### src/sv/system_coprocessor_register_file_defines.svh
// Assertion macros for the system coprocessor register file.
`ifndef SYSTEM_COPROCESSOR_REGISTER_FILE_DEFINES_SVH
`define SYSTEM_COPROCESSOR_REGISTER_FILE_DEFINES_SVH

// Property checked at every clock edge outside reset.
`define SCR_ASSERT(label, prop, msg) \
  label: assert property (@(posedge clk_i) disable iff (!rst_ni) (prop)) else $error(msg);

// Consequent must hold in the cycle after the antecedent.
`define SCR_ASSERT_NEXT(label, ante, cons, msg) \
  label: assert property (@(posedge clk_i) disable iff (!rst_ni) (ante) |=> (cons)) \
    else $error(msg);

`endif

### src/sv/scr_pkg.sv
// Shared constants, types and tables of the system coprocessor register file.
`default_nettype none
package scr_pkg;

  localparam int unsigned RegCount = 28;
  localparam int unsigned IdxW     = $clog2(RegCount);

  typedef logic [IdxW-1:0] reg_idx_t;

  // Stored register slots
  localparam reg_idx_t IxControl = IdxW'(0);
  localparam reg_idx_t IxAux     = IdxW'(1);
  localparam reg_idx_t IxDcLock  = IdxW'(11);
  localparam reg_idx_t IxPrrr    = IdxW'(13);
  localparam reg_idx_t IxNmrr    = IdxW'(14);
  localparam reg_idx_t IxPid     = IdxW'(15);
  localparam reg_idx_t IxCtxId   = IdxW'(16);
  localparam reg_idx_t IxUprw    = IdxW'(17);
  localparam reg_idx_t IxUro     = IdxW'(18);
  localparam reg_idx_t IxPrw     = IdxW'(19);

  localparam logic [31:0] RstControl = 32'h0005_4078;
  localparam logic [31:0] RstAux     = 32'h0000_000F;
  localparam logic [31:0] RstDcLock  = 32'hFFFF_FFF0;
  localparam logic [31:0] RstPrrr    = 32'h0009_8AA4;
  localparam logic [31:0] RstNmrr    = 32'h44E0_48E0;

  localparam logic [31:0] IdMain     = 32'h410F_B024;
  localparam logic [31:0] IdTlbType  = 32'h0000_0800;

  localparam logic OpRead  = 1'b0;
  localparam logic OpWrite = 1'b1;

  // Access decode handed from the decoder to the datapath
  typedef struct packed {
    logic        rd_hit;
    logic        rd_use_reg;
    reg_idx_t    rd_idx;
    logic [31:0] rd_const;
    logic        wr_en;
    reg_idx_t    wr_idx;
  } scr_dec_t;

  function automatic logic [31:0] reset_value(input reg_idx_t idx);
    logic [31:0] v;
    v = '0;
    case (idx)
      IxControl: v = RstControl;
      IxAux:     v = RstAux;
      IxDcLock:  v = RstDcLock;
      IxPrrr:    v = RstPrrr;
      IxNmrr:    v = RstNmrr;
      default:   v = '0;
    endcase
    return v;
  endfunction

  function automatic logic [31:0] id_crm1(input logic [2:0] o2);
    logic [31:0] v;
    v = '0;
    case (o2)
      3'd0:    v = 32'h0000_0111;
      3'd1:    v = 32'h0000_0001;
      3'd2:    v = 32'h0000_0002;
      3'd4:    v = 32'h0110_0103;
      3'd5:    v = 32'h1002_0302;
      3'd6:    v = 32'h0122_2000;
      default: v = '0;
    endcase
    return v;
  endfunction

  function automatic logic [31:0] id_crm2(input logic [2:0] o2);
    logic [31:0] v;
    v = '0;
    case (o2)
      3'd0:    v = 32'h0010_0011;
      3'd1:    v = 32'h1200_2111;
      3'd2:    v = 32'h1122_1011;
      3'd3:    v = 32'h0110_2131;
      3'd4:    v = 32'h0000_0141;
      default: v = '0;
    endcase
    return v;
  endfunction

endpackage
`default_nettype wire

### src/sv/scr_decode.sv
// Selector and privilege decode for one coprocessor access.
`default_nettype none
module scr_decode (
  input  wire logic            operation_i,
  input  wire logic            privileged_i,
  input  wire logic [3:0]      crn_i,
  input  wire logic [2:0]      op_one_i,
  input  wire logic [3:0]      crm_i,
  input  wire logic [2:0]      op_two_i,
  output scr_pkg::scr_dec_t    dec_o
);

  typedef struct packed {
    logic             hit;
    scr_pkg::reg_idx_t idx;
  } sel_t;

  // Stored registers reachable by privileged reads and writes outside crn 13
  function automatic sel_t common_index(input logic [3:0] crn, input logic [2:0] o1,
                                        input logic [3:0] crm, input logic [2:0] o2);
    sel_t s;
    s.hit = 1'b0;
    s.idx = '0;
    if ((crn == 4'd1 || crn == 4'd2) && o1 == 3'd0 && crm == 4'd0 && o2 <= 3'd2) begin
      s.hit = 1'b1;
      s.idx = scr_pkg::IdxW'((crn == 4'd2 ? 3 : 0) + o2);
    end else if (crn == 4'd3 && o1 == 3'd0 && crm == 4'd0 && o2 == 3'd0) begin
      s.hit = 1'b1;
      s.idx = scr_pkg::IdxW'(6);
    end else if ((crn == 4'd5 || crn == 4'd6) && o1 == 3'd0 && crm == 4'd0
                 && o2 <= 3'd1) begin
      s.hit = 1'b1;
      s.idx = scr_pkg::IdxW'(7 + (crn == 4'd6 ? 2 : 0) + o2);
    end else if (crn == 4'd9 && o1 == 3'd0 && crm == 4'd0 && o2 == 3'd0) begin
      s.hit = 1'b1;
      s.idx = scr_pkg::IxDcLock;
    end else if (crn == 4'd10 && o1 == 3'd0 && crm == 4'd0 && o2 == 3'd0) begin
      s.hit = 1'b1;
      s.idx = scr_pkg::IdxW'(12);
    end else if (crn == 4'd10 && o1 == 3'd0 && crm == 4'd2 && o2 <= 3'd1) begin
      s.hit = 1'b1;
      s.idx = scr_pkg::IdxW'(13 + o2);
    end else if (crn == 4'd15 && o1 == 3'd0 && crm == 4'd12 && o2 <= 3'd3) begin
      s.hit = 1'b1;
      s.idx = scr_pkg::IdxW'(20 + o2);
    end else if (crn == 4'd15 && o1 == 3'd5 && o2 == 3'd2 && crm >= 4'd5
                 && crm <= 4'd7) begin
      s.hit = 1'b1;
      s.idx = scr_pkg::IdxW'(24 + (crm - 4'd5));
    end else if (crn == 4'd15 && o1 == 3'd7 && crm == 4'd1 && o2 == 3'd0) begin
      s.hit = 1'b1;
      s.idx = scr_pkg::IdxW'(27);
    end
    return s;
  endfunction

  sel_t common;
  logic thread_sel;

  assign common     = common_index(crn_i, op_one_i, crm_i, op_two_i);
  assign thread_sel = crn_i == 4'd13 && op_one_i == 3'd0 && crm_i == 4'd0;

  always_comb begin
    dec_o = '0;
    if (operation_i == scr_pkg::OpWrite) begin
      if (thread_sel) begin
        if (op_two_i == 3'd2) begin
          dec_o.wr_en  = 1'b1;
          dec_o.wr_idx = scr_pkg::IxUprw;
        end else if (privileged_i) begin
          dec_o.wr_en = op_two_i == 3'd0 || op_two_i == 3'd1 || op_two_i == 3'd3
                        || op_two_i == 3'd4;
          case (op_two_i)
            3'd0:    dec_o.wr_idx = scr_pkg::IxPid;
            3'd1:    dec_o.wr_idx = scr_pkg::IxCtxId;
            3'd3:    dec_o.wr_idx = scr_pkg::IxUro;
            default: dec_o.wr_idx = scr_pkg::IxPrw;
          endcase
        end
      end else if (privileged_i && crn_i != 4'd13) begin
        dec_o.wr_en  = common.hit;
        dec_o.wr_idx = common.idx;
      end
    end else begin
      if (thread_sel && (op_two_i == 3'd2 || op_two_i == 3'd3)) begin
        // user-readable thread registers
        dec_o.rd_hit     = 1'b1;
        dec_o.rd_use_reg = 1'b1;
        dec_o.rd_idx     = op_two_i == 3'd2 ? scr_pkg::IxUprw : scr_pkg::IxUro;
      end else if (!privileged_i) begin
        dec_o.rd_hit = 1'b0;
      end else if (crn_i == 4'd0 && op_one_i == 3'd0) begin
        // identity block; cache type and CPU ID read as zero
        if (crm_i == 4'd0) begin
          dec_o.rd_hit = op_two_i == 3'd0 || op_two_i == 3'd1 || op_two_i == 3'd3
                         || op_two_i == 3'd5;
          dec_o.rd_const = op_two_i == 3'd0 ? scr_pkg::IdMain
                         : op_two_i == 3'd3 ? scr_pkg::IdTlbType : 32'h0;
        end else if (crm_i == 4'd1) begin
          dec_o.rd_hit   = op_two_i != 3'd3;
          dec_o.rd_const = scr_pkg::id_crm1(op_two_i);
        end else if (crm_i == 4'd2) begin
          dec_o.rd_hit   = op_two_i <= 3'd4;
          dec_o.rd_const = scr_pkg::id_crm2(op_two_i);
        end
      end else if (crn_i == 4'd7 && op_one_i == 3'd0 && crm_i == 4'd4 && op_two_i == 3'd0) begin
        dec_o.rd_hit = 1'b1;
      end else if (crn_i == 4'd13) begin
        // process/context ID reads ignore op_one
        dec_o.rd_hit     = crm_i == 4'd0 && (op_two_i == 3'd0 || op_two_i == 3'd1
                                             || op_two_i == 3'd4);
        dec_o.rd_use_reg = 1'b1;
        case (op_two_i)
          3'd0:    dec_o.rd_idx = scr_pkg::IxPid;
          3'd1:    dec_o.rd_idx = scr_pkg::IxCtxId;
          default: dec_o.rd_idx = scr_pkg::IxPrw;
        endcase
      end else begin
        dec_o.rd_hit     = common.hit;
        dec_o.rd_use_reg = 1'b1;
        dec_o.rd_idx     = common.idx;
      end
    end
  end

endmodule
`default_nettype wire

### src/sv/scr_regfile.sv
// Stored system control registers: one write and one read port.
`default_nettype none
module scr_regfile (
  input  wire logic              clk_i,
  input  wire logic              rst_ni,
  input  wire logic              wr_en_i,
  input  wire scr_pkg::reg_idx_t wr_idx_i,
  input  wire logic [31:0]       wr_data_i,
  input  wire scr_pkg::reg_idx_t rd_idx_i,
  output logic [31:0]            rd_data_o
);

  logic [31:0] regs_q [scr_pkg::RegCount];

  always_ff @(posedge clk_i or negedge rst_ni) begin
    if (!rst_ni) begin
      for (int i = 0; i < scr_pkg::RegCount; i++) begin
        regs_q[i] <= scr_pkg::reset_value(scr_pkg::IdxW'(i));
      end
    end else if (wr_en_i && wr_idx_i < scr_pkg::IdxW'(scr_pkg::RegCount)) begin
      regs_q[wr_idx_i] <= wr_data_i;
    end
  end

  assign rd_data_o = rd_idx_i < scr_pkg::IdxW'(scr_pkg::RegCount) ? regs_q[rd_idx_i] : '0;

endmodule
`default_nettype wire

### src/sv/system_coprocessor_register_file.sv
// Top level of the system coprocessor register file.
//
// Input channel: in_valid_i / in_stall_o carry one coprocessor access per
// transaction (operation, privilege, crn/op1/crm/op2 selector, write value).
// Output channel: out_valid_o / out_stall_i carry one result per access:
// read_value_o and unimplemented_o. A write returns zero with the flag clear.
// An accepted access lands in the input register; once it advances it is
// decoded, the register file is read or written, and the result is
// registered in the output register and offered on the output channel.
// Throughput is one access per cycle while the output is not stalled; a
// write is visible to the very next access. The output register and the
// input register form two slots: with the output stalled, one more access
// is taken and held, then in_stall_o rises until the result is taken.
// Reset empties both slots and loads the stored registers with their
// power-on values; identity registers are constants.
`default_nettype none
module system_coprocessor_register_file (
  input  wire logic        clk_i,
  input  wire logic        rst_ni,
  input  wire logic        in_valid_i,
  output logic             in_stall_o,
  input  wire logic        operation_i,
  input  wire logic        privileged_i,
  input  wire logic [3:0]  crn_i,
  input  wire logic [2:0]  op_one_i,
  input  wire logic [3:0]  crm_i,
  input  wire logic [2:0]  op_two_i,
  input  wire logic [31:0] write_value_i,
  output logic             out_valid_o,
  input  wire logic        out_stall_i,
  output logic [31:0]      read_value_o,
  output logic             unimplemented_o
);

  `include "system_coprocessor_register_file_defines.svh"

  logic        s1_valid_q, s1_valid_d;
  logic        op_q, priv_q;
  logic [3:0]  crn_q, crm_q;
  logic [2:0]  op_one_q, op_two_q;
  logic [31:0] wval_q;

  logic        out_valid_q, out_valid_d;
  logic [31:0] read_value_q, read_value_d;
  logic        unimpl_q, unimpl_d;

  logic        in_accept, advance;
  scr_pkg::scr_dec_t dec;
  logic [31:0] rf_rdata;

  assign advance    = s1_valid_q && !(out_valid_q && out_stall_i);
  assign in_stall_o = s1_valid_q && !advance;
  assign in_accept  = in_valid_i && !in_stall_o;

  assign s1_valid_d  = in_accept || (s1_valid_q && !advance);
  assign out_valid_d = advance || (out_valid_q && out_stall_i);

  scr_decode u_decode (
    .operation_i  (op_q),
    .privileged_i (priv_q),
    .crn_i        (crn_q),
    .op_one_i     (op_one_q),
    .crm_i        (crm_q),
    .op_two_i     (op_two_q),
    .dec_o        (dec)
  );

  scr_regfile u_regfile (
    .clk_i     (clk_i),
    .rst_ni    (rst_ni),
    .wr_en_i   (advance && dec.wr_en),
    .wr_idx_i  (dec.wr_idx),
    .wr_data_i (wval_q),
    .rd_idx_i  (dec.rd_idx),
    .rd_data_o (rf_rdata)
  );

  always_comb begin
    read_value_d = '0;
    unimpl_d     = 1'b0;
    if (op_q == scr_pkg::OpRead) begin
      unimpl_d = !dec.rd_hit;
      if (dec.rd_hit) begin
        read_value_d = dec.rd_use_reg ? rf_rdata : dec.rd_const;
      end
    end
  end

  always_ff @(posedge clk_i or negedge rst_ni) begin
    if (!rst_ni) begin
      s1_valid_q  <= 1'b0;
      out_valid_q <= 1'b0;
    end else begin
      s1_valid_q  <= s1_valid_d;
      out_valid_q <= out_valid_d;
    end
  end

  always_ff @(posedge clk_i) begin
    if (in_accept) begin
      op_q     <= operation_i;
      priv_q   <= privileged_i;
      crn_q    <= crn_i;
      op_one_q <= op_one_i;
      crm_q    <= crm_i;
      op_two_q <= op_two_i;
      wval_q   <= write_value_i;
    end
    if (advance) begin
      read_value_q <= read_value_d;
      unimpl_q     <= unimpl_d;
    end
  end

  assign out_valid_o     = out_valid_q;
  assign read_value_o    = read_value_q;
  assign unimplemented_o = unimpl_q;

  `SCR_ASSERT_NEXT(a_write_result_clean, advance && op_q == scr_pkg::OpWrite,
                   read_value_o == 32'h0 && !unimplemented_o,
                   "write transaction produced a nonzero result")
  `SCR_ASSERT(a_unimpl_reads_zero, !(out_valid_o && unimplemented_o) || read_value_o == 32'h0,
              "unimplemented read returned data")
  `SCR_ASSERT_NEXT(a_held_item_kept, s1_valid_q && !advance, s1_valid_q && out_valid_o,
                   "held transaction dropped")

endmodule
`default_nettype wire
### config.mk
export PLATFORM = sky130hd
export DESIGN_NAME = system_coprocessor_register_file
export DESIGN_NICKNAME = d
export VERILOG_FILES = /design/src/sv/scr_pkg.sv /design/src/sv/scr_decode.sv /design/src/sv/scr_regfile.sv /design/src/sv/system_coprocessor_register_file.sv
export VERILOG_INCLUDE_DIRS = /design/src /design/src/sv
export SDC_FILE = /design/constraint.sdc
export NUM_CORES = 2
export LEC_CHECK = 0
export ABC_AREA = 1
export BUFFER_PORTS_ARGS = -buffer_cell sky130_fd_sc_hd__buf_2
export CAP_MARGIN = 20
export CORE_AREA = 2 2 311 252
export CTS_BUF_LIST = sky130_fd_sc_hd__clkbuf_4
export DETAILED_ROUTE_END_ITERATION = 8
export DIE_AREA = 0 0 313 254
export MAX_ROUTING_LAYER = met4
export PLACE_DENSITY = 0.86
export RECOVER_POWER = 100
export SETUP_SLACK_MARGIN = 0.15
export SYNTH_ARGS = -nofsm -noshare
export SYNTH_HDL_FRONTEND = slang
export SYNTH_SLANG_ARGS = --single-unit
### constraint.sdc
create_clock -name clk_i -period 6.7 [get_ports clk_i]
set_input_delay 0.67 -clock clk_i [delete_from_list [all_inputs] [get_ports clk_i]]
set_output_delay 0.67 -clock clk_i [all_outputs]
set_load 0.005 [all_outputs]
**Yosys cells after proc, flatten, opt, wreduce, memory -nomap -nowiden**

Index checks and enable logic that the tools add are counted.
Widths: inputs -> output; s select.

- Bits in registers: 979
- Logic and storage cells: 194
- Output and inout bits: 35

- Add/sub/neg operators: 7
- Equal/unequal tests: 24
- Bitwise gates (word level): 3
- Order comparisons: 11
- Multiplexer cells: 48
- Reduce and logical (&&, ||, !) cells: 62

Operator list:

| cell | number |
|---|---|
| $bwmux 896 | 1 |
| $mux 32 | 10 |
| $pmux 29 s6 | 1 |
| $bmux 32 s5 | 1 |
| $demux 32 s5 | 1 |
| $pmux 29 s5 | 1 |
| $mux 6 | 16 |
| $logic_and 1x1->1 | 43 |
| $mux 39 | 1 |
| $mux 38 | 1 |
| $mux 29 | 1 |
| $eq 4x4->1 const B | 5 |
| $eq 4x3->1 const B | 4 |
| $eq 3x3->1 const B | 5 |
| $pmux 5 s3 | 1 |
| $mux 7 | 2 |
| $eq 4x2->1 const B | 3 |
| $ge 6x6->1 const B | 2 |
| $mux 12 | 1 |
| $not 5->6 | 2 |
| $add 5x3->5 | 2 |
| $logic_or 1x1->1 | 10 |
| $lt 5x5->1 const B | 2 |
| $pmux 5 s2 | 1 |
| 23 further kinds | 38 |

**Depth between registers and ports, before layout**

- Word-level depth: 25
- Depth in mapped cells: 27
- Depth with buffers taken out: 25

**Hierarchy**

Synthesis repeated with hierarchy kept, for this count alone.

- Cells, all modules: 6048
- Area, all modules: 47146.5 um^2

Modules (own cells, without submodules):

| module | cells each | area each (um^2) | sequential area each (um^2) | instances |
|---|---|---|---|---|
| scr_regfile | 5519 | 42145.4 | 22492.8 | 1 |
| system_coprocessor_register_file | 204 | 3181.8 | 2482.4 | 1 |
| scr_decode | 325 | 1819.2 | 0.0 | 1 |

**Worst setup path before layout**

OpenSTA, ideal clock, no wires.

- Kind: register -> register
- Start: register crn_q[0]
- End: register read_value_q[16], in the netlist read_value_o[16] (data pin)
- Library setup time: 0.148 ns
- Data arrival time: 3.269 ns
- Clock period less this slack: 3.417 ns
- Slack: 3.283 ns
- Required time: 6.552 ns
- Stages on the path, launching flop included: 24
- Path buffers: 2
- Path through: edfxtp_1 inv_1 nand2_1 inv_1 nand2_1 ha_1 inv_1 ha_1 inv_1 fa_1 nor2_1 nor2_1 nand4_1 o21ai_1 nand2_1 nand2_1 clkbuf_1 buf_1 nand3_1 nand2_1 nand2_1 a21oi_1 nand2_1 a21oi_1

- Cells in the longest elaborated chain, start to end: 25
- Elaborated cells between the ends (all ways): 81

Ends and longest elaborated chain:

| element | line | source |
|---|---|---|
| from (decl) | system_coprocessor_register_file.sv:39 | `logic [3:0] crn_q, crm_q;` |
| from (signal assigned) | system_coprocessor_register_file.sv:103 | `crn_q <= crn_i;` |
| branches (longest 18 deep; another with $add 3x5->5) | n/a |  |
| $mux 39 (*) | scr_decode.sv:65 | `if (operation_i == scr_pkg::OpWrite) begin` |
| $not 5->6 (implied by the code) | scr_regfile.sv:25 | `assign rd_data_o = rd_idx_i < scr_pkg::IdxW'(scr_pkg::RegCount) ? regs_q[rd_idx_i] : '0;` |
| $bmux 32 s5 | scr_regfile.sv:25 |  |
| $mux 32 (implied by the code) (2 in a row) | scr_regfile.sv:25 |  |
| $mux 32 | scr_regfile.sv:25 |  |
| $mux 32 | system_coprocessor_register_file.sv:84 | `read_value_d = dec.rd_use_reg ? rf_rdata : dec.rd_const;` |
| to (signal assigned) | system_coprocessor_register_file.sv:110 | `read_value_q <= read_value_d;` |
| to (decl) | system_coprocessor_register_file.sv:44 | `logic [31:0] read_value_q, read_value_d;` |

Mark *: on every way between the ends. The select of a mux whose other input is x is not followed.
A chain may end at the register's enable or synchronous reset.

**Worst setup path in the final report**

- Start: register op_two_q[0]
- End: register read_value_q[8], in the netlist read_value_o[8] (data pin)

- Cells in the longest elaborated chain, start to end: 24
- Elaborated cells between the ends (all ways): 75

Ends and longest elaborated chain:

| element | line | source |
|---|---|---|
| from (decl) | system_coprocessor_register_file.sv:40 | `logic [2:0] op_one_q, op_two_q;` |
| from (signal assigned) | system_coprocessor_register_file.sv:106 | `op_two_q <= op_two_i;` |
| branches (longest 17 deep; another with $add 5x3->5) | n/a |  |
| $mux 39 (*) | scr_decode.sv:65 |  |
| $not 5->6 (implied by the code) | scr_regfile.sv:25 |  |
| $bmux 32 s5 | scr_regfile.sv:25 |  |
| $mux 32 (implied by the code) (2 in a row) | scr_regfile.sv:25 |  |
| $mux 32 | scr_regfile.sv:25 |  |
| $mux 32 | system_coprocessor_register_file.sv:84 |  |

Marked as above.

==> metrics <==
failing checks max-capacitance violations, max-slew violations; Final TNS setup 0 ns; Via Count 43100; Worst-Skew Late Latency 1.17 ns; count leader, synth nand2_1; Fin. Hold Viols 0; clock root buffer clkbuf_4; CTS Buf Count 229; DRT antenna net count 0; Starting Density 61.6%; CTS sink count 979; crit path max fanout 32; status finished, violations left; GPL Wtd Cong 0.999; pwr dens 227 nW/um^2; vias per cell 5.99; crit path DAT 6.77 ns; Final Util 66.9%; grt ovf 0; Detailed Place HPWL 79200 um; Tcrit/Tclk final 89.1%; Fmax 0.168 GHz; Fill cells 6187; Max Cap Viol 22; core area 76400 um^2; CP peak stage delay 1.07 ns; Post-synth top cells nand2_1, nand3_1, dfrtp_1, o21ai_0, inv_1; hold crit path type input port to async pin; Setup Viol. Count Final 0; Avg Synthesized Cell Area 7.90 um^2; CP Launch Type register; Crit. End Element register; CTS tree yes; Lkg Pwr 24.8 nW; Worst Tran Pin Value 4.18 ns; post-synth net total 6024; Final #Nets 6035; Most common cell on crit path nand2_1; Post-Synthesis Cells 5954; layout cells sized above 1 9.63%; Synth area leader dfrtp_1; final WL 145000 um; Min Clock Period, post-route 5.97 ns; slowest cell on the critical path clkbuf_2; die height 254 um; register area share after synthesis 53.1%; clk_skew 0.0783 ns; share of synthesized registers carrying an async set or reset 91.7%; reg-to-reg startpoint op_two_q[0]; htree depth 4; largest cells by area after synthesis dfrtp_1, nand2_1, nand3_1, o21ai_0, edfxtp_1; Primary FF master, synth dfrtp_1; initial DRC count 6272; routed len/inst 20.1 um; Crit Path Class register to register; area growth from synthesis to layout 8.62%; worst-path cell chain inv_1 > ha_1 > nand2_1 > nor2_1 > nand4_1 > o21ai_0 > or2_0 > nor4_1 > nand2_1 > nor2_4 > clkbuf_2 > nand3_1 > nand2_1 > inv_1 > nand2_1 > nand2_1 > nand2_1 > a21oi_1; Residual DRC 0; R2R depth 18; Post-CTS Setup Inserts 0; Slew Limit Fails 1073; RSZ-0062 raised after global routing no; warnings from Yosys 0; largest net degree at the start of global routing 193; top-area cell type share of the netlist area 44.7%; die span in x 313 um; Data required, critical path 7.50 ns; first-pass GRT wire length 227000 um; die area 79500 um^2; vias in the first global route 40700; num ports 87; Pre-antenna DRT Iters 9; Clock Path Buffers 3; VDD IR max 178 uV; Synth Cell Area 47000 um^2; initial antenna violation count 5; R2R Setup Slk 0.73 ns; R2R Path End read_value_o[8]; number of flops mapped to enable cells by yosys 81; #FFs+latches synth 979; clk slew on worst S/H paths 0.06 ns; IO buf count 86; post-synth cell types 47; total track usage 37.8%; Slew headroom -179%; Row Count 91
[per-stage QoR]
stage / instances / cell area [um^2] / hold WS, ns / power, mW / worst slack (ns)
after floorplan: 5954 / 47000 / 0.374 / 6.37 / 3.28
after global placement: 6703 / 47800 / 0.458 / 6.64 / 1.67
after detailed placement: 6704 / 47900 / 0.466 / 6.64 / 1.61
after CTS: 7188 / 51400 / 0.175 / 11.6 / 1.61
after global routing: 7198 / 51100 / 0.172 / 12.0 / 0.581
final: 7198 / 51100 / 0.184 / 11.6 / 0.732
[flip-flops by register name, indices dropped and copies added, names as in the netlist, 3 cells and up]
signal / cells
crm_q: 4
crn_q: 4
op_one_q: 3
op_two_q: 3
read_value_o: 32
u_regfile.regs_q: 896
wval_q: 32
[cells in the final DEF (no fill, tap or decap), drive strengths merged]
| cell type | count |
|---|---|
| nand2 | 1819 |
| o21ai | 941 |
| nand3 | 870 |
| dfrtp | 841 |
| inv | 580 |
| clkbuf | 423 |
| clkinv | 104 |
| nor2 | 100 |
| buf | 97 |
| edfxtp | 81 |
| a21oi | 68 |
| dfstp | 57 |
| dlygate4sd3 | 52 |
| o211ai | 50 |
| nand4 | 17 |
| ha | 16 |
| nor3 | 11 |
| diode | 9 |
| a31oi | 9 |
| or2 | 8 |
| bufinv | 3 |
| nand3b | 2 |
| a311oi | 2 |
| a211oi | 2 |
| nor4 | 2 |
| fa | 2 |
| clkinvlp | 2 |
| xor2 | 1 |
| a22o | 1 |
| o311ai | 1 |
| a2111oi | 1 |
| o31ai | 1 |
| o22ai | 1 |
| o2111ai | 1 |
[critical path, delay by kind of cell, from the launching register on]
kind / cells / cell delay [ns]
AND/OR/NAND/NOR: 12 / 3.13
AO/OA/AOI/OAI: 2 / 0.23
adder cells (fa/ha/maj): 1 / 0.30
flip-flops: 1 / 0.62
buffers and inverters: 3 / 1.35
[metal layers]
layer / share of wire, % / GRT usage, % / vias to the layer above
li1: - / - / 19400
met1: 39 / 50.7 / 20200
met2: 43 / 54.3 / 3005
met3: 14 / 10.5 / 519
met4: 4.1 / 16.0 / 0
met5: 0 / - / -
[cells by family (layout without fill, tap and decap cells)]
kind of cell	Yosys count	count (layout)	share of synthesized area [%]
buffers and inverters	1049	1261	8.91
adder cells (fa/ha/maj)	18	18	0.511
other	0	9	0
flip-flops	979	979	53.1
AO/OA/AOI/OAI	1078	1078	12.0
XOR/XNOR	1	1	0.0186
AND/OR/NAND/NOR	2829	2829	25.5
[worst max path at each step]
stage / cells after the start / end / slack [ns] / from
after CTS: 24 / read_value_o[25] / 1.61 / op_two_q[0]
after global routing: 21 / u_regfile.regs_q[874] / 0.58 / crn_q[0]
after global placement: 24 / read_value_o[25] / 1.67 / op_two_q[0]
after floorplan: 23 / read_value_o[16] / 3.28 / crn_q[0]
final: 18 / read_value_o[8] / 0.73 / op_two_q[0]
after detailed placement: 24 / read_value_o[25] / 1.61 / op_two_q[0]
[cell type report]
class                   instances  area [um^2]  area share [%]
multi-input cells            3926        17900            34.9
flip-flops and latches        979        25000            48.9
diodes                          9         22.5          0.0441
repair buffers                221         1620            3.18
well taps                    1023         1280            2.50
clock buffers                 351         2640            5.16
clock inverters                81          429           0.840
inverters                     608         2290            4.48
[repair_timing]
item                      in CTS  in global routing
gates resized for setup        0                  0
hold buffers                  52                  0
hold endpoints to repair     142                  0
[report_power, final]
part           switching (mW)  internal (mW)
sequential             0.0350           6.02
combinational           0.403         0.0910
clock                    2.52           2.51
total                    2.96           8.63
Note: power is estimated with default switching activity, not from simulation.
